--- config.mk ---
export PLATFORM = sky130hd
export DESIGN_NAME = bbcode_tag_stripper_core
export DESIGN_NICKNAME = d
export VERILOG_FILES = /design/src/hdl/bbts_pkg.sv /design/src/hdl/bbts_ctrl.sv /design/src/hdl/bbts_dpath.sv /design/src/hdl/bbcode_tag_stripper_core.sv
export SDC_FILE = /design/constraint.sdc
export NUM_CORES = 1
export LEC_CHECK = 0
export BUFFER_PORTS_ARGS = -buffer_cell sky130_fd_sc_hd__buf_2
export CORE_AREA = 2 2 199 181
export CTS_BUF_LIST = sky130_fd_sc_hd__clkbuf_8
export DETAILED_ROUTE_END_ITERATION = 8
export DIE_AREA = 0 0 201 183
export SLEW_MARGIN = 20
export SYNTH_ARGS = -nofsm -noshare
export SYNTH_HDL_FRONTEND = slang
export SYNTH_HIERARCHICAL = 1
export SYNTH_SLANG_ARGS = --single-unit
--- constraint.sdc ---
create_clock -name aclk -period 9.7 [get_ports aclk]
set_clock_uncertainty 0.15 [all_clocks]
set_input_delay 1.455 -clock aclk [delete_from_list [all_inputs] [get_ports aclk]]
set_output_delay 1.455 -clock aclk [all_outputs]
set_load 0.01 [all_outputs]
--- src/hdl/bbts_pkg.sv ---
// bbts_pkg: shared types, tag tables and command/status structs for the markup stripper
// used by bbts_ctrl, bbts_dpath, bbcode_tag_stripper_core and bbts_checker
`timescale 1ns / 1ps

package bbts_pkg;

    localparam int CHAR_BITS = 16;
    localparam int NUM_TAGS  = 8;
    localparam int MAX_TAG   = 8;
    localparam int TAG_W     = 3;
    localparam int TAG_POS_W = 3;

    localparam logic [7:0] CH_LBRACK   = 8'h5B;
    localparam logic [7:0] CH_RBRACK   = 8'h5D;
    localparam logic [7:0] CH_UPPER_A  = 8'h41;
    localparam logic [7:0] CH_UPPER_Z  = 8'h5A;
    localparam logic [7:0] CASE_OFFSET = 8'h20;
    localparam logic [7:0] CH_NUL      = 8'h00;

    // tag order sets match priority
    localparam logic [7:0] TAG_TEXT [NUM_TAGS][MAX_TAG] = '{
        '{"[", "b", "]", CH_NUL, CH_NUL, CH_NUL, CH_NUL, CH_NUL},
        '{"[", "i", "]", CH_NUL, CH_NUL, CH_NUL, CH_NUL, CH_NUL},
        '{"[", "/", "b", "]", CH_NUL, CH_NUL, CH_NUL, CH_NUL},
        '{"[", "/", "i", "]", CH_NUL, CH_NUL, CH_NUL, CH_NUL},
        '{"[", "c", "o", "l", "o", "r", CH_NUL, CH_NUL},
        '{"[", "/", "c", "o", "l", "o", "r", "]"},
        '{"[", "s", "i", "z", "e", CH_NUL, CH_NUL, CH_NUL},
        '{"[", "/", "s", "i", "z", "e", "]", CH_NUL}
    };

    localparam logic [3:0] TAG_LEN [NUM_TAGS] = '{
        4'd3, 4'd3, 4'd4, 4'd4, 4'd6, 4'd8, 4'd5, 4'd7
    };

    // open color and size tags drop up to the next closing bracket
    localparam logic [NUM_TAGS-1:0] TAG_SKIP = 8'b0101_0000;

    typedef struct packed {
        logic [CHAR_BITS-1:0] in_char;
        logic                 in_last;
    } in_word_t;

    typedef struct packed {
        logic [CHAR_BITS-1:0] out_char;
        logic                 out_valid;
        logic                 out_end;
    } out_word_t;

    typedef enum logic [1:0] {
        LD_HOLD,
        LD_CHAR,
        LD_BARE
    } load_kind_t;

    typedef struct packed {
        logic       accept;
        logic       load;
        load_kind_t kind;
        logic       step;
        logic       commit;
    } ctrl_cmd_t;

    typedef struct packed {
        logic dec_flush;
        logic dec_emit;
        logic dec_bare;
        logic item_emit;
        logic flush_last;
        logic out_free;
    } ctrl_sts_t;

endpackage

--- src/hdl/bbts_ctrl.sv ---
// bbts_ctrl: sequencer for accept, flush of held words, character and end marker
// depends on bbts_pkg for command and status structs
`timescale 1ns / 1ps

module bbts_ctrl (
    input  logic               aclk,
    input  logic               aresetn,
    input  logic               s_valid,
    output logic               s_ready,
    input  bbts_pkg::ctrl_sts_t sts,
    output bbts_pkg::ctrl_cmd_t cmd
);

    typedef enum logic [2:0] {
        S_IDLE,
        S_FLUSH,
        S_CHAR,
        S_BARE,
        S_DONE
    } state_t;

    state_t state_reg, state_next;
    logic   s_ready_reg;

    assign s_ready = s_ready_reg;

    always_comb begin
        state_next = state_reg;
        cmd        = '0;
        cmd.kind   = bbts_pkg::LD_BARE;
        case (state_reg)
            S_IDLE: begin
                if (s_valid && s_ready_reg) begin
                    cmd.accept = 1'b1;
                    if (sts.dec_flush) begin
                        state_next = S_FLUSH;
                    end else if (sts.dec_emit) begin
                        state_next = S_CHAR;
                    end else if (sts.dec_bare) begin
                        state_next = S_BARE;
                    end else begin
                        state_next = S_DONE;
                    end
                end
            end
            S_FLUSH: begin
                if (sts.out_free) begin
                    cmd.load = 1'b1;
                    cmd.kind = bbts_pkg::LD_HOLD;
                    cmd.step = 1'b1;
                    if (sts.flush_last) begin
                        if (sts.item_emit) begin
                            state_next = S_CHAR;
                        end else begin
                            cmd.commit = 1'b1;
                            state_next = S_IDLE;
                        end
                    end
                end
            end
            S_CHAR: begin
                if (sts.out_free) begin
                    cmd.load   = 1'b1;
                    cmd.kind   = bbts_pkg::LD_CHAR;
                    cmd.commit = 1'b1;
                    state_next = S_IDLE;
                end
            end
            S_BARE: begin
                if (sts.out_free) begin
                    cmd.load   = 1'b1;
                    cmd.kind   = bbts_pkg::LD_BARE;
                    cmd.commit = 1'b1;
                    state_next = S_IDLE;
                end
            end
            S_DONE: begin
                cmd.commit = 1'b1;
                state_next = S_IDLE;
            end
            default: begin
                state_next = S_IDLE;
            end
        endcase
    end

    always_ff @(posedge aclk) begin
        if (!aresetn) begin
            state_reg   <= S_IDLE;
            s_ready_reg <= 1'b1;
        end else begin
            state_reg   <= state_next;
            s_ready_reg <= (state_next == S_IDLE);
        end
    end

endmodule

--- src/hdl/bbts_dpath.sv ---
// bbts_dpath: hold buffer, tag matcher, strip state and output register
// depends on bbts_pkg for tag tables, payload types and command/status structs
`timescale 1ns / 1ps

module bbts_dpath #(
    parameter int HOLD_DEPTH = 8
) (
    input  logic                 aclk,
    input  logic                 aresetn,
    input  bbts_pkg::in_word_t   s_data,
    input  logic                 cfg_valid,
    input  logic                 cfg_data,
    input  bbts_pkg::ctrl_cmd_t  cmd,
    output bbts_pkg::ctrl_sts_t  sts,
    input  logic                 m_ready,
    output logic                 m_valid,
    output bbts_pkg::out_word_t  m_data
);

    localparam int CNT_W = $clog2(HOLD_DEPTH + 1);
    localparam int IDX_W = $clog2(HOLD_DEPTH);
    localparam int CB    = bbts_pkg::CHAR_BITS;
    localparam int NT    = bbts_pkg::NUM_TAGS;

    // committed state
    logic                 enable_reg;
    logic [CB-1:0]        hold_reg [HOLD_DEPTH];
    logic [CNT_W-1:0]     count_reg;
    logic                 skip_reg;
    logic [NT-1:0]        alive_reg;

    // current item and its pending update
    logic [CB-1:0]        item_char_reg;
    logic                 item_last_reg;
    logic                 item_emit_reg;
    logic [CNT_W-1:0]     nflush_reg;
    logic [CNT_W-1:0]     cnt_new_reg;
    logic                 skip_new_reg;
    logic [NT-1:0]        alive_new_reg;
    logic                 wr_en_reg;
    logic [IDX_W-1:0]     wr_idx_reg;
    logic [IDX_W-1:0]     idx_reg;

    bbts_pkg::out_word_t  out_reg, out_next;
    logic                 m_valid_reg, m_valid_next;

    // decision for the word on s_data
    logic [CB-1:0]              fchar;
    logic [NT-1:0]              hit;
    logic [bbts_pkg::TAG_W-1:0] sel;
    logic                       complete;
    logic [CNT_W-1:0]           dec_nflush;
    logic                       dec_emit;
    logic [CNT_W-1:0]           dec_cnt;
    logic                       dec_skip;
    logic [NT-1:0]              dec_alive;
    logic                       dec_wr;
    logic [IDX_W-1:0]           dec_wr_idx;
    logic                       flush_last;

    always_comb begin
        if (s_data.in_char >= CB'(bbts_pkg::CH_UPPER_A) &&
            s_data.in_char <= CB'(bbts_pkg::CH_UPPER_Z)) begin
            fchar = s_data.in_char + CB'(bbts_pkg::CASE_OFFSET);
        end else begin
            fchar = s_data.in_char;
        end
    end

    always_comb begin
        for (int t = 0; t < NT; t++) begin
            hit[t] = alive_reg[t] &&
                     (count_reg < CNT_W'(bbts_pkg::TAG_LEN[t])) &&
                     (fchar == CB'(bbts_pkg::TAG_TEXT[t][count_reg[bbts_pkg::TAG_POS_W-1:0]]));
        end
    end

    always_comb begin
        sel = '0;
        for (int t = NT - 1; t >= 0; t--) begin
            if (hit[t]) begin
                sel = bbts_pkg::TAG_W'(t);
            end
        end
        complete = (CNT_W'(count_reg + CNT_W'(1)) == CNT_W'(bbts_pkg::TAG_LEN[sel]));
    end

    always_comb begin
        dec_nflush = '0;
        dec_emit   = 1'b0;
        dec_cnt    = '0;
        dec_skip   = 1'b0;
        dec_alive  = alive_reg;
        dec_wr     = 1'b0;
        dec_wr_idx = '0;
        if (!enable_reg) begin
            dec_nflush = count_reg;
            dec_emit   = 1'b1;
        end else if (skip_reg) begin
            dec_skip = (s_data.in_char != CB'(bbts_pkg::CH_RBRACK));
        end else if (count_reg != '0 && count_reg < CNT_W'(HOLD_DEPTH) && (|hit)) begin
            if (complete) begin
                dec_skip = bbts_pkg::TAG_SKIP[sel];
            end else begin
                dec_cnt    = CNT_W'(count_reg + CNT_W'(1));
                dec_wr     = 1'b1;
                dec_wr_idx = count_reg[IDX_W-1:0];
                dec_alive  = hit;
            end
        end else begin
            dec_nflush = count_reg;
            if (s_data.in_char == CB'(bbts_pkg::CH_LBRACK)) begin
                dec_cnt    = CNT_W'(1);
                dec_wr     = 1'b1;
                dec_wr_idx = '0;
                dec_alive  = '1;
            end else begin
                dec_emit = 1'b1;
            end
        end
        // end of text flushes anything that would be held
        if (s_data.in_last) begin
            if (dec_wr) begin
                dec_nflush = count_reg;
                dec_emit   = 1'b1;
            end
            dec_wr   = 1'b0;
            dec_cnt  = '0;
            dec_skip = 1'b0;
        end
    end

    assign flush_last = (CNT_W'(CNT_W'(idx_reg) + CNT_W'(1)) == nflush_reg);

    always_comb begin
        sts.dec_flush  = (dec_nflush != '0);
        sts.dec_emit   = dec_emit;
        sts.dec_bare   = s_data.in_last && (dec_nflush == '0) && !dec_emit;
        sts.item_emit  = item_emit_reg;
        sts.flush_last = flush_last;
        sts.out_free   = !m_valid_reg || m_ready;
    end

    always_comb begin
        case (cmd.kind)
            bbts_pkg::LD_HOLD: begin
                out_next.out_char  = hold_reg[idx_reg];
                out_next.out_valid = 1'b1;
                out_next.out_end   = item_last_reg && flush_last && !item_emit_reg;
            end
            bbts_pkg::LD_CHAR: begin
                out_next.out_char  = item_char_reg;
                out_next.out_valid = 1'b1;
                out_next.out_end   = item_last_reg;
            end
            bbts_pkg::LD_BARE: begin
                out_next.out_char  = '0;
                out_next.out_valid = 1'b0;
                out_next.out_end   = 1'b1;
            end
            default: begin
                out_next.out_char  = '0;
                out_next.out_valid = 1'b0;
                out_next.out_end   = 1'b1;
            end
        endcase
    end

    always_comb begin
        if (cmd.load) begin
            m_valid_next = 1'b1;
        end else if (m_ready) begin
            m_valid_next = 1'b0;
        end else begin
            m_valid_next = m_valid_reg;
        end
    end

    assign m_valid = m_valid_reg;
    assign m_data  = out_reg;

    // control state
    always_ff @(posedge aclk) begin
        if (!aresetn) begin
            enable_reg  <= 1'b1;
            count_reg   <= '0;
            skip_reg    <= 1'b0;
            alive_reg   <= '0;
            m_valid_reg <= 1'b0;
        end else begin
            m_valid_reg <= m_valid_next;
            if (cfg_valid) begin
                enable_reg <= cfg_data;
            end
            if (cmd.commit) begin
                count_reg <= cnt_new_reg;
                skip_reg  <= skip_new_reg;
                alive_reg <= alive_new_reg;
            end
        end
    end

    // payload
    always_ff @(posedge aclk) begin
        if (cmd.accept) begin
            item_char_reg <= s_data.in_char;
            item_last_reg <= s_data.in_last;
            item_emit_reg <= dec_emit;
            nflush_reg    <= dec_nflush;
            cnt_new_reg   <= dec_cnt;
            skip_new_reg  <= dec_skip;
            alive_new_reg <= dec_alive;
            wr_en_reg     <= dec_wr;
            wr_idx_reg    <= dec_wr_idx;
            idx_reg       <= '0;
        end else if (cmd.step) begin
            idx_reg <= IDX_W'(idx_reg + IDX_W'(1));
        end
        if (cmd.commit && wr_en_reg) begin
            hold_reg[wr_idx_reg] <= item_char_reg;
        end
        if (cmd.load) begin
            out_reg <= out_next;
        end
    end

endmodule

--- src/hdl/bbcode_tag_stripper_core.sv ---
// bbcode_tag_stripper_core: top level of the markup tag stripper
// depends on bbts_pkg, bbts_ctrl and bbts_dpath
// the word is accepted in the idle state; its results are loaded into the output register
// from the flush, character or bare state; a new word is taken only when the last is done;
// flushing n held words (up to 7) gives one result per cycle, plus output stalls
// reset: synchronous active-low, clears hold count, skip flag and output valid, enable to 1
`timescale 1ns / 1ps

module bbcode_tag_stripper_core #(
    parameter int HOLD_DEPTH = 8
) (
    input  logic                aclk,
    input  logic                aresetn,
    input  logic                s_valid,
    output logic                s_ready,
    input  bbts_pkg::in_word_t  s_data,
    output logic                m_valid,
    input  logic                m_ready,
    output bbts_pkg::out_word_t m_data,
    input  logic                cfg_valid,
    output logic                cfg_ready,
    input  logic                cfg_data
);

    bbts_pkg::ctrl_cmd_t cmd;
    bbts_pkg::ctrl_sts_t sts;

    assign cfg_ready = 1'b1;

    bbts_ctrl u_ctrl (
        .aclk    (aclk),
        .aresetn (aresetn),
        .s_valid (s_valid),
        .s_ready (s_ready),
        .sts     (sts),
        .cmd     (cmd)
    );

    bbts_dpath #(
        .HOLD_DEPTH (HOLD_DEPTH)
    ) u_dpath (
        .aclk      (aclk),
        .aresetn   (aresetn),
        .s_data    (s_data),
        .cfg_valid (cfg_valid),
        .cfg_data  (cfg_data),
        .cmd       (cmd),
        .sts       (sts),
        .m_ready   (m_ready),
        .m_valid   (m_valid),
        .m_data    (m_data)
    );

endmodule

Word-level counts from Yosys, hierarchy flattened
Memories as Yosys holds them, arrays and structs flattened. A register that Yosys moved wholly into a read port is not among the register bits.
Index checks and enable logic that the tools add are counted.
{"block": "totals", "regBits": 79, "ramBits": 128, "romBits": 552, "input_bits": 23, "out_inout_bits": 21, "elab_cells": 190, "n_memories": 11}
{"block": "classes", "n_addsub": 4, "magnitude_cmp": 11, "n_eq_ne": 17, "muxes": 82, "bitwise_logic": 4, "n_reduce_logical": 41}
{"memory": "u_dpath.hold_reg", "words": 8, "word_bits": 16, "rd": 1, "rd_ports_with_merged_regs": 1, "wr": 1, "line_no": "bbts_dpath.sv:27", "rtl": "logic [CB-1:0] hold_reg [HOLD_DEPTH];"}
{"memory": "(name not given)", "words": 8, "word_bits": 8, "rd": 1, "rd_ports_with_merged_regs": 0, "wr": 0, "line_no": "bbts_dpath.sv:74", "rtl": "(fchar == CB'(bbts_pkg::TAG_TEXT[t][count_reg[bbts_pkg::TAG_POS_W-1:0]]));"}
{"memory": "(name not given)", "words": 8, "word_bits": 8, "rd": 1, "rd_ports_with_merged_regs": 0, "wr": 0, "line_no": "bbts_dpath.sv:74"}
{"memory": "(name not given)", "words": 8, "word_bits": 8, "rd": 1, "rd_ports_with_merged_regs": 0, "wr": 0, "line_no": "bbts_dpath.sv:74"}
{"memory": "(name not given)", "words": 8, "word_bits": 8, "rd": 1, "rd_ports_with_merged_regs": 0, "wr": 0, "line_no": "bbts_dpath.sv:74"}
{"memory": "(name not given)", "words": 8, "word_bits": 8, "rd": 1, "rd_ports_with_merged_regs": 0, "wr": 0, "line_no": "bbts_dpath.sv:74"}
{"memory": "+5 memories"}
{"cell": "2-to-1 mux 8 bit", "n": 21}
{"cell": "== test 16 x 8 -> 1 bit", "n": 8}
{"cell": "2-to-1 mux 3 bit", "n": 19}
{"cell": "2-to-1 mux 4 bit", "n": 9}
{"cell": "one-hot mux 18 bit (2 select lines)", "n": 1}
{"cell": "2-to-1 mux 1 bit", "n": 26}
{"cell": "logical AND 1 bit", "n": 25}
{"cell": "one-hot mux 3 bit (3 select lines)", "n": 2}
{"cell": "adder 16 x 6 -> 16 bit, second input constant", "n": 1}
{"cell": "== test 16 x 7 -> 1 bit, second input constant", "n": 1}
{"cell": ">= comparator 16 x 7 -> 1 bit, second input constant", "n": 1}
{"cell": "less-or-equal comparator 16 x 7 -> 1 bit, second input constant", "n": 1}
{"cell": "< comparator 4 x 3 -> 1 bit, second input constant", "n": 4}
{"cell": "2-to-1 mux 16 bit", "n": 1}
{"cell": "!= test 16 x 7 -> 1 bit, second input constant", "n": 1}
{"cell": "== test 4 bit", "n": 2}
{"cell": ">= comparator 4 bit, second input constant", "n": 2}
{"cell": "NOT 3 -> 4 bit", "n": 2}
{"cell": "nonzero test 4 bit", "n": 2}
{"cell": "OR reduction 8 bit", "n": 1}
{"cell": "== test 3 x 2 -> 1 bit, second input constant", "n": 2}
{"cell": "zero test 3 bit", "n": 2}
{"cell": "2-to-1 mux 5 bit", "n": 1}
{"cell": "adder 3 x 1 -> 4 bit, second input constant", "n": 1}
{"cell": "other kinds (19)", "n": 23}

Longest topological paths before layout
Gate-level depths: netlist of the first run.
{"block": "logic_depth", "depth_word": 34, "depth_mapped": 21, "depth_no_buf": 17}

By module
The synthesis of the first run kept the hierarchy.
{"module": "bbts_dpath", "instances": 1, "cells_per_inst": 712, "area_per_inst_um2": 9670.5, "seq_area_each_um2": 5975.7}
{"module": "bbts_ctrl", "instances": 1, "cells_per_inst": 31, "area_per_inst_um2": 264.0, "seq_area_each_um2": 80.1}
{"module": "bbcode_tag_stripper_core", "instances": 1, "cells_per_inst": 2, "area_per_inst_um2": 11.3, "seq_area_each_um2": 0.0}

Worst setup path after synthesis of the first run
OpenSTA, ideal clock, no wires.
{"block": "synth_timing", "path_type": "input port to flip-flop", "startpoint": "input port s_data[11] in the netlist's numbering", "endpoint": "register u_ctrl.state_reg[0]", "setup_time_ns": 0.076, "arrival_ns": 4.837, "t_required_ns": 9.474, "path_slack_ns": 4.637, "path_stages": 17, "path_buffers": 2, "path_cell_list": "or4_4 or2_4 or3_1 nor4_2 o2111ai_1 a211oi_2 a21bo_1 a31oi_2 xnor2_1 and4_1 buf_6 and2_4 o221ai_1 buf_4 nor2b_1 o2111ai_1 a21boi_0"}
{"block": "synth_between", "word_cells_on_any_way": 63, "classes_between": "add/sub: 1; order compare: 2; eq/ne: 10; mux: 32; bitwise: 1; reduce/logical: 16; memory: 1"}
{"item": "start, declared", "line_no": "bbcode_tag_stripper_core.sv:16", "rtl": "input bbts_pkg::in_word_t s_data,"}
{"item": ">= comparator 16 x 7 -> 1 bit or less-or-equal comparator 16 x 7 -> 1 bit (tied branches)", "line_no": "bbts_dpath.sv:62, bbts_dpath.sv:63"}
{"item": "logical AND 1 bit", "line_no": "bbts_dpath.sv:62", "rtl": "if (s_data.in_char >= CB'(bbts_pkg::CH_UPPER_A) &&"}
{"item": "2-to-1 mux 16 bit", "line_no": "bbts_dpath.sv:62"}
{"item": "== test 16 x 8 -> 1 bit", "line_no": "bbts_dpath.sv:74"}
{"item": "logical AND 1 bit", "line_no": "bbts_dpath.sv:73", "rtl": "(count_reg < CNT_W'(bbts_pkg::TAG_LEN[t])) &&"}
{"item": "2-to-1 mux 3 bit (8 in series)", "line_no": "bbts_dpath.sv:81", "rtl": "if (hit[t]) begin"}
{"item": "NOT 3 -> 4 bit (not written as such)", "line_no": "bbts_dpath.sv:85", "rtl": "complete = (CNT_W'(count_reg + CNT_W'(1)) == CNT_W'(bbts_pkg::TAG_LEN[sel]));"}
{"item": "memory (8 x 4 bit)"}
{"item": "[... 9 more ...]"}
{"item": "net u_dpath.dec_emit", "line_no": "bbts_dpath.sv:53", "rtl": "logic dec_emit;"}
{"item": "zero test 1 bit", "line_no": "bbts_dpath.sv:138", "rtl": "sts.dec_bare = s_data.in_last && (dec_nflush == '0) && !dec_emit;"}
{"item": "logical AND 1 bit", "line_no": "bbts_dpath.sv:138"}
{"item": "2-to-1 mux 3 bit", "line_no": "bbts_ctrl.sv:39", "rtl": "end else if (sts.dec_bare) begin"}
{"item": "2-to-1 mux 3 bit *", "line_no": "bbts_ctrl.sv:37", "rtl": "end else if (sts.dec_emit) begin"}
{"item": "2-to-1 mux 3 bit *", "line_no": "bbts_ctrl.sv:35", "rtl": "if (sts.dec_flush) begin"}
{"item": "2-to-1 mux 3 bit *", "line_no": "bbts_ctrl.sv:33", "rtl": "if (s_valid && s_ready_reg) begin"}
{"item": "one-hot mux 3 bit (3 select lines) *", "line_no": "bbts_ctrl.sv:31", "rtl": "case (state_reg)"}
{"item": "end signal, assigned", "line_no": "bbts_ctrl.sv:92", "rtl": "state_reg <= state_next;"}
{"item": "end, declared", "line_no": "bbts_ctrl.sv:22", "rtl": "state_t state_reg, state_next;"}
Mark *: on every way through the listed nets, which the timed path passes. The rest lies on a longest branch. The select of a mux whose other input is x is not followed.
A chain may end at the register's enable or synchronous reset.

==> impl_metrics.toml, run 1 <==
[flow_run]
maxCapViolations = 0

[critical_path]
path_max_fanout = 12
startpoint = "s_data[11]"
critPathTopFamily = "simple AND/OR/NAND/NOR gates"
cp.required_ps = 10010
reg2reg_setup_slack_ps = 4440
endpoint_kind = "flip-flop"
crit_arrival_ps = 5650
slowest_delay_ps = 670
r2r-start = "u_dpath/count_reg[1]"
crit_path_cell_trace = "buf_2 -> or4_4 -> or2_4 -> a311oi_2 -> and4bb_2 -> nand4_1 -> o21a_1 -> a21bo_1 -> a31oi_2 -> xnor2_1 -> and4_1 -> and2_4 -> o221ai_1 -> nor2b_1 -> o2111ai_1 -> a21boi_0"
cp_num_buf_inv = 1
crit_type = "in2reg"
slowest_stage = "a311oi_2"
startpoint_type = "input port"

[global_routing]
grtUsageTotal = 0.126
grt_first_pass_wirelength_um = 36100
grt_max_degree = 44
grt_pass1_vias = 6288
overflow = 0
antenna_found_initial = 0

[timing]
hold_slack_ps = 357
setup_viol = 0
rsz0062_at_grt = "false"
post-route-min-period_ps = 5330
fmax_mhz = 187
drv_slew = 0
period_share = 0.550
final.setup.tns_ps = 0
relSlewSlack = 0.356
worst-slew-pin-transition_ps = 967
hold_viol = 0

[die]
chipWidth_um = 201
die_h_um = 183
initial_core_util = 0.286
core_um2 = 34700
dieArea_um2 = 36800
ioPinCount = 44
rows = 65

[synth]
synth_edf_count = 185
synth_flop_cell = "edfxtp_1"
synth_compound_area_frac = 0.0742
seq_area_frac_synth = 0.609
synthAdderAreaFrac = 0.0113
syn_nets = 777
synth_top_family_by_area = "simple AND/OR/NAND/NOR gates"
ys_ff_latch = 210
synthXorXnorAreaFrac = 0.0308
ys.warnings.count = 6
avgSynthCellArea_um2 = 13.4
synthMuxAreaShare = 0.112
synth_cell_types = 76
synthCells = 745
synth-async-reset-ratio = 0
netlist_area_um2 = 9950
yosys.area_share.simple = 0.132

[clock_tree]
root_buffer = "clkbuf_8"
clkLatencyLatePin_ps = 540
cts.sinks = 210
path_clk_slew_ps = 60
clockBufferDepth = 3
numCtsBuffers = 37
cts_hold_buf = 0
cts_resized = 0
post_cts_buffers = 0
cts.htree.levels = 2
cts_tree = "built"

[placement]
gp_congestion = 0.898
dp_hpwl_um = 14800
port_buffers = 42

[final_layout]
syn_to_final_growth_pct = 14.6
final_layout_size_suffix_gt1_frac = 0.218
fin_nets = 829
largest_register_ffs = 128
n_antenna_cell = 0

[drt]
vias_per_cell = 4.88
drtAntennaViolNets = 0
dr_total_vias = 6315
wl_per_cell_um = 18.2
initialDrtViolationCount = 344
routed_wirelength_um = 23500
firstDrtPassIters = 5
drc_errors = 0

[pwr]
ir_worst_vdd_v = 0.0000785
power_density_nw_per_um2 = 201
p_leak_nw = 3.74

[hold_path]
hold_class = "reg2reg"
hold_start = "u_dpath/cnt_new_reg[0]"

[status]
outcome = "finished clean"
-- final timing paths --
kind,depth (start not counted),to
setup / recovery,16,u_ctrl/state_reg[0]
hold / removal,2,u_dpath/count_reg[0]
setup reg to reg,16,u_ctrl/state_reg[0]
hold reg to reg,2,u_dpath/count_reg[0]
-- kinds of logic (layout without fill, tap and decap cells) --
logic type | count (synthesis) | count (layout)
other | 1 | 1
XOR/XNOR | 35 | 35
AO/OA/AOI/OAI | 111 | 111
buffers and inverters | 63 | 143
adder cells (fa/ha/maj) | 9 | 9
AND/OR/NAND/NOR | 245 | 245
multiplexers | 71 | 71
flip-flops | 210 | 210
-- layout by cell type, fill, tap and decap left out, drive strengths merged, types with 17 or more instances in the layout --
cell,n
a21oi,45
buf,59
clkbuf,38
dfxtp,25
edfxtp,185
inv,31
mux2i,35
mux4,32
nand2,37
nor2,70
nor2b,18
nor3,28
o21ai,17
xnor2,22
-- worst min-delay path, cell delays in order, from the launching register on --
cell and delay (ps):
edfxtp_1 320, mux2i_1 60, nor2b_1 100
-- area by class of cell --
| type | count | area (µm²) |
|---|---|---|
| clock buffer | 38 | 523 |
| clock inverter | 29 | 186 |
| fill | 3431 | 23300 |
| inverter | 17 | 63.8 |
| multi-input combinational | 472 | 3640 |
| sequential | 210 | 6060 |
| tap | 469 | 587 |
| timing repair buffer | 59 | 338 |
-- cells in the mapped netlist (13+ instances only) --
| library cell | instances | area, µm² |
|---|---|---|
| a21oi_1 | 45 | 225 |
| clkbuf_1 | 23 | 86.3 |
| dfxtp_1 | 25 | 500 |
| edfxtp_1 | 185 | 5560 |
| inv_1 | 17 | 63.8 |
| mux2i_1 | 35 | 350 |
| mux4_2 | 32 | 721 |
| nand2_1 | 37 | 139 |
| nand3_1 | 15 | 75.1 |
| nor2_1 | 70 | 263 |
| nor2b_1 | 18 | 113 |
| nor3_1 | 28 | 140 |
| o21ai_0 | 14 | 70.1 |
| xnor2_1 | 22 | 193 |
| xor2_1 | 13 | 114 |
-- power breakdown --
| group | switching [mW] | internal, mW | total (mW) |
|---|---|---|---|
| registers | 0.0468 | 1.08 | 1.12 |
| logic | 0.237 | 0.153 | 0.391 |
| clock network | 0.370 | 0.401 | 0.771 |
-- stage by stage --
stage | utilization | setup WS (ps) | cell area (µm²) | power, mW | cells
floorplan | - | 4640 | 9950 | 1.42 | 745
global placement | 0.308 | 3610 | 10700 | 1.53 | 1227
detailed placement | 0.308 | 3520 | 10700 | 1.54 | 1227
CTS | 0.328 | 4080 | 11400 | 2.32 | 1294
global route | 0.328 | 4020 | 11400 | 2.41 | 1294
finish | 0.328 | 4370 | 11400 | 2.29 | 1294
-- per-layer routing --
metal | track usage | wire [µm] | up-vias | part of all wire
li1 | - | - | 2946 | -
met1 | 0.165 | 10500 | 3146 | 0.45
met2 | 0.211 | 11200 | 179 | 0.48
met3 | 0.0256 | 1270 | 44 | 0.054
met4 | 0.0382 | 548 | 0 | 0.023
met5 | 0 | 0 | - | 0
Note: power is estimated with default switching activity, not from simulation.
==> run 2, diff against run 1 <==
--- a/config.mk
+++ b/config.mk
@@ -5,11 +5,12 @@
 export SDC_FILE = /design/constraint.sdc
 export NUM_CORES = 1
 export LEC_CHECK = 0
+export ABC_AREA = 1
 export BUFFER_PORTS_ARGS = -buffer_cell sky130_fd_sc_hd__buf_2
-export CORE_AREA = 2 2 199 181
+export CORE_AREA = 2 2 198 181
 export CTS_BUF_LIST = sky130_fd_sc_hd__clkbuf_8
 export DETAILED_ROUTE_END_ITERATION = 8
-export DIE_AREA = 0 0 201 183
+export DIE_AREA = 0 0 200 183
 export SLEW_MARGIN = 20
 export SYNTH_ARGS = -nofsm -noshare
 export SYNTH_HDL_FRONTEND = slang
==> constraint.sdc (replaced) <==
create_clock -name aclk -period 5.49 [get_ports aclk]
set_clock_uncertainty 0.15 [all_clocks]
set_input_delay 0.8235 -clock aclk [delete_from_list [all_inputs] [get_ports aclk]]
set_output_delay 0.8235 -clock aclk [all_outputs]
set_load 0.01 [all_outputs]
==> run 2 against run 1 <==
Compared with the run above:
- via count up 9.8%
- area after synthesis down 0.78%
- critical path depth up 16
- final area down 1.4%
- critical endpoint is now u_ctrl/s_ready
- global-route usage up 0.47 points
- utilization down 0.32 points
- register-to-register slack worse by 3100 ps
==> impl_metrics.toml, run 2 <==
[critical_path]
path_max_fanout = 9
startpoint_type = "flip-flop"
endpoint_kind = "flip-flop"
cp.required_ps = 5740
crit_type = "reg2reg"
slowest_stage = "dfxtp_1"
crit_arrival_ps = 4440
cp_common_cell = "nand2_1"
slowest_delay_ps = 480

[final_layout]
largest_register_ffs = 128
final_common_cell = "edfxtp_1"
stdcell_area_um2 = 11200
final_layout_size_suffix_gt1_frac = 0.170
layoutNonFillerInstCount = 1468
syn_to_final_growth_pct = 13.8
layout_common_cells = "edfxtp_1 (185), nand2_1 (146), nor2_1 (126)"
fin_nets = 1006
n_antenna_cell = 0

[drt]
drc_errors = 0
routed_wirelength_um = 23900
wl_per_cell_um = 16.2
dr_total_vias = 6935
vias_per_cell = 4.72
initialDrtViolationCount = 562
drtAntennaViolNets = 0
firstDrtPassIters = 5

[timing]
period_share = 0.762
hold_slack_ps = 322
post-route-min-period_ps = 4180
final.setup.tns_ps = 0
hold_viol = 0
relSlewSlack = 0.267
setup_viol = 0
rsz0062_at_grt = "false"
drv_slew = 0
fmax_mhz = 239
worst-slew-pin-transition_ps = 1100

[clock_tree]
clkLatencyLatePin_ps = 520
post_cts_buffers = 0
cts_hold_buf = 0
cts_resized = 0
cts_tree = "built"
path_clk_slew_ps = 60
numCtsBuffers = 36
cts.sinks = 210
cts.htree.levels = 2
clockBufferDepth = 3
root_buffer = "clkbuf_8"

[pwr]
switching_power_mw = 2.00
ir_worst_vdd_v = 0.000188
switching_share = 0.372
p_leak_nw = 4.13
p_int_mw = 3.37
power_density_nw_per_um2 = 477
power_frac_seq = 0.463
pwr-share-clk = 0.241
pwr-share-comb = 0.297

[status]
outcome = "finished clean"

[placement]
place_inst = 1405
dp_hpwl_um = 14900
port_buffers = 42
placedInstanceArea_um2 = 10600
gp_congestion = 0.914

[synth]
synth-async-reset-ratio = 0
ys_ff_latch = 210
synthCells = 922
synth_common_cells = "edfxtp_1 (185), nand2_1 (146), nor2_1 (127), nand3_1 (60), o21ai_0 (58)"
synth.most_common_cell = "edfxtp_1"
synth_top_area_share = 0.563
synth_area_leader_cell = "edfxtp_1"
syn_nets = 954
avgSynthCellArea_um2 = 10.7
netlist_area_um2 = 9870
ys.warnings.count = 6
seq_area_frac_synth = 0.614
synth_edf_count = 185
synth_area_leaders = "edfxtp_1 (56%), nand2_1 (5.6%), dfxtp_1 (5.1%)"
synth_flop_cell = "edfxtp_1"
synth_cell_types = 50

[global_routing]
grt_max_degree = 65
grtUsageTotal = 0.131
antenna_found_initial = 0
overflow = 0
grt_first_pass_wirelength_um = 37000
grt_pass1_vias = 6592

[die]
die_h_um = 183
dieArea_um2 = 36600
ioPinCount = 44
chipWidth_um = 200
core_um2 = 34600
initial_core_util = 0.286
rows = 65

[hold_path]
hold_class = "reg2reg"

[flow_run]
maxCapViolations = 0
[run 2: changes by cell type in the layout (fill, tap and decap cells not counted), sizes merged, moves of 12 or more]
| cell | change |
|---|---|
| inv | +48 |
| nor2 | +72 |
| nor2b | -18 |
| nor4 | -12 |
| a21oi | -21 |
| nand2 | +125 |
| o221ai | +25 |
| xnor2 | -16 |
| nor3 | -19 |
| mux4 | -32 |
| o21ai | +45 |
| and3 | -12 |
| nand3 | +53 |
[run 2: power by group through the flow]
stage | combinational [mW] | clock (mW) | sequential (mW)
2_1_floorplan | 1.19 | 0 | 2.38
3_3_place_gp | 1.59 | 0 | 2.51
3_5_place_dp | 1.58 | 0 | 2.51
4_1_cts | 1.59 | 1.33 | 2.49
5_1_grt | 1.76 | 1.40 | 2.53
6_report | 1.59 | 1.29 | 2.48
[run 2: through the flow]
stage	worst slack, ps	utilization	power (mW)
6_report	1310	0.325	5.36
5_1_grt	795	0.325	5.70
4_1_cts	1360	0.325	5.41
3_5_place_dp	1180	0.306	4.10
3_3_place_gp	1190	0.306	4.10
2_1_floorplan	1010	-	3.56
[run 2: path summary, 6_finish.rpt]
check	from	endpoint	slack, ps	cells after the start
worst max-delay path	u_dpath/count_reg[0]	u_ctrl/s_ready	1310	32
worst min-delay path	u_dpath/skip_new_reg	u_dpath/skip_reg	320	2
worst max register to register	u_dpath/count_reg[0]	u_ctrl/s_ready	1310	32
worst min register to register	u_dpath/skip_new_reg	u_dpath/skip_reg	320	2
[run 2: layer usage]
metal | track usage | routed length, µm
met5 | 0 | 0
met4 | 0.0364 | 484
met3 | 0.0254 | 1320
met2 | 0.217 | 11500
met1 | 0.174 | 10600
[run 2: cell families (layout without fill, tap and decap cells)]
family | count (synthesis) | count (layout) | synth area share
buffers and inverters | 111 | 188 | 0.0483
other | 1 | 1 | 0.000380
AO/OA/AOI/OAI | 141 | 141 | 0.0899
adder cells (fa/ha/maj) | 9 | 9 | 0.0114
flip-flops | 210 | 210 | 0.614
multiplexers | 27 | 27 | 0.0274
AND/OR/NAND/NOR | 404 | 404 | 0.191
XOR/XNOR | 19 | 19 | 0.0176
[run 2: layout make-up]
class,instances,area [µm²]
Sequential cell,210,6060
Inverter,69,262
Timing Repair Buffer,56,315
Clock buffer,41,564
Clock inverter,22,101
Fill cell,3468,23300
Tap cell,469,587
Multi-Input combinational cell,601,3350
[run 2: critical path: cells and delay by family (launching register included)]
kind,cells,cell delay [ps]
fa+ha+maj,1,450
flops,1,480
simple gates,28,2560
buf+inv,2,280
compound gates,1,150
==> run 3, diff against run 2 <==
--- a/config.mk
+++ b/config.mk
@@ -5,12 +5,12 @@
 export SDC_FILE = /design/constraint.sdc
 export NUM_CORES = 1
 export LEC_CHECK = 0
-export ABC_AREA = 1
+export ABC_AREA = 0
 export BUFFER_PORTS_ARGS = -buffer_cell sky130_fd_sc_hd__buf_2
-export CORE_AREA = 2 2 198 181
+export CORE_AREA = 2 2 199 181
 export CTS_BUF_LIST = sky130_fd_sc_hd__clkbuf_8
 export DETAILED_ROUTE_END_ITERATION = 8
-export DIE_AREA = 0 0 200 183
+export DIE_AREA = 0 0 201 183
 export SLEW_MARGIN = 20
 export SYNTH_ARGS = -nofsm -noshare
 export SYNTH_HDL_FRONTEND = slang
==> constraint.sdc (replaced) <==
create_clock -name aclk -period 3.9 [get_ports aclk]
set_clock_uncertainty 0.15 [all_clocks]
set_input_delay 0.585 -clock aclk [delete_from_list [all_inputs] [get_ports aclk]]
set_output_delay 0.585 -clock aclk [all_outputs]
set_load 0.01 [all_outputs]
==> run 3 against run 2 <==
Compared with the run above:
- the flow now finishes with violations (setup timing)
- sequential cell count is the same
- combinational power shrank 27%
- utilization grew 4.0 points
- sequential share of layout area shrank 6.1 points
- final area grew 13%
- hold slack lost 220 ps
- die area grew 0.50%
- setup slack lost 1400 ps
- global-route usage grew 0.29 points
- via count shrank 3.0%
- sequential power grew 13%
- critical path type unchanged
==> impl_metrics.toml, run 3 (synthesis gave the netlist of run 1 again) <==
[status]
outcome = "complete, but fails checks"
violations = "setup timing"

[critical_path]
crit_path_cell_trace = "buf_6 -> ha_4 -> buf_4 -> buf_4 -> mux2_4 -> nand2_4 -> o22ai_2 -> nor4_4 -> o2111ai_2 -> a211oi_2 -> a21bo_1 -> a31oi_2 -> xnor2_1 -> and4_4 -> and2_4 -> o211a_1 -> nor2b_4 -> o2111ai_2 -> a21boi_1"
rr_worst_depth = 19
path_max_fanout = 5
startpoint_type = "flip-flop"
startpoint = "u_dpath/count_reg[0]"
crit_type = "reg2reg"
slowest_delay_ps = 350
slowest_stage = "dfxtp_4"
reg2reg_setup_slack_ps = -60
endpoint_kind = "flip-flop"
r2r-start = "u_dpath/count_reg[0]"
worstSetupEndpoint = "u_ctrl/state_reg[0]"
cp.required_ps = 4210
reg2reg_to = "u_ctrl/state_reg[0]"
crit_arrival_ps = 4270

[timing]
worst-slew-pin-transition_ps = 944
rsz0062_at_grt = "true"
relSlewSlack = 0.371
setup_viol = 2
hold_slack_ps = 103
fmax_mhz = 253
period_share = 1.01
post-route-min-period_ps = 3960
drv_slew = 0
hold_viol = 0
finalWorstSetupSlack_ps = -58.1

[clock_tree]
numCtsBuffers = 38
cts.sinks = 210
clkLatencyLatePin_ps = 540
cts.htree.levels = 2
cts_tree = "built"
root_buffer = "clkbuf_8"
cts_hold_buf = 0
path_clk_slew_ps = 50
clockBufferDepth = 3

[placement]
dp_hpwl_um = 16200
place_inst = 1340
dpl_worst_slack_ps = -492
port_buffers = 42
placedInstanceArea_um2 = 11600
gp_congestion = 0.897

[global_routing]
antenna_found_initial = 4
grtUsageTotal = 0.134
grt_pass1_vias = 6900
grt_first_pass_wirelength_um = 38700
top_usage_layer = "met2"
globalRouteMet3Util = 0.0314
grt_max_degree = 34
grt_use_met1 = 0.174
grtUsageMet2 = 0.224
overflow = 0

[die]
die_h_um = 183
core_um2 = 34700
rows = 65
chipWidth_um = 201
ioPinCount = 44
dieArea_um2 = 36800
initial_core_util = 0.286

[drt]
wl_per_cell_um = 17.2
initialDrtViolationCount = 504
vias_per_cell = 4.74
dr_total_vias = 6724
routed_wirelength_um = 24500
drc_errors = 0
drtAntennaViolNets = 0
firstDrtPassIters = 5

[final_layout]
final_layout_size_suffix_gt1_frac = 0.362
final_common_cell = "edfxtp_1"
syn_to_final_growth_pct = 27.6
fin_nets = 954
layoutNonFillerInstCount = 1420
stdcell_area_um2 = 12700
largest_register_ffs = 128
layout_common_cells = "edfxtp_1 (185), buf_4 (131), nor2_1 (67)"

[pwr]
ir_worst_vdd_v = 0.000205
power_density_nw_per_um2 = 459
p_total_mw = 5.83
p_leak_nw = 4.42

[hold_path]
hold_class = "in2reg"

[flow_run]
maxCapViolations = 0
[run 3: per-stage QoR]
stage	setup TNS (ps)	utilization
3_5_place_dp	-7450	0.334
3_3_place_gp	-6160	0.334
4_1_cts	0	0.359
2_1_floorplan	-438	-
5_1_grt	-2150	0.365
6_report	-64.8	0.365
[run 3: per-layer routing]
metal  share of wire  vias to the layer above
li1                -                     3213
met1            0.46                     3299
met2            0.47                      161
met3           0.056                       45
met4           0.016                        6
met5          0.0018                        -
[run 3: worst min path at each step]
stage                              from                        to  slack (ps)  depth (start not counted)
2_1_floorplan  u_dpath/alive_new_reg[1]      u_dpath/alive_reg[1]         330                          2
3_3_place_gp   u_dpath/alive_new_reg[1]      u_dpath/alive_reg[1]         340                          2
3_5_place_dp   u_dpath/alive_new_reg[6]      u_dpath/alive_reg[6]         350                          2
4_1_cts                      s_data[10]  u_dpath/item_char_reg[9]          60                          1
5_1_grt                      s_data[10]  u_dpath/item_char_reg[9]          80                          1
6_report                     s_data[10]  u_dpath/item_char_reg[9]         100                          1
[run 3: repair_timing]
item / 4_1_cts / 5_1_grt
pin swaps: 14 / 17
buffers inserted: 8 / 4
resized for setup: 24 / 40
endpoints found under the setup margin: 11 / 23
[run 3: final cells by class]
| cell class | count | area [µm²] |
|---|---|---|
| fillers | 3362 | 22000 |
| flip-flops and latches | 210 | 6060 |
| multi-input cells | 472 | 3930 |
| repair buffers | 183 | 1340 |
| well taps | 469 | 587 |
| clock buffers | 40 | 551 |
| clock inverters | 28 | 145 |
| inverters | 17 | 66.3 |
| diodes | 1 | 2.50 |
[run 3: critical path: cells and delay by family, from the launching register on]
kind | cells | cell delay, ps
muxes | 1 | 290
buffers and inverters | 3 | 400
AOI/OAI and AO/OA | 8 | 1400
DFF | 1 | 350
and+or+nand+nor | 5 | 960
xor gates and xnor gates | 1 | 160
adders and majority gates | 1 | 170
[run 3: power by group]
group | leakage (nW) | switching [mW] | internal (mW)
combinational | 2.12 | 0.648 | 0.517
clock | 0.402 | 0.897 | 0.967
sequential | 1.90 | 0.117 | 2.68
total | 4.42 | 1.66 | 4.17
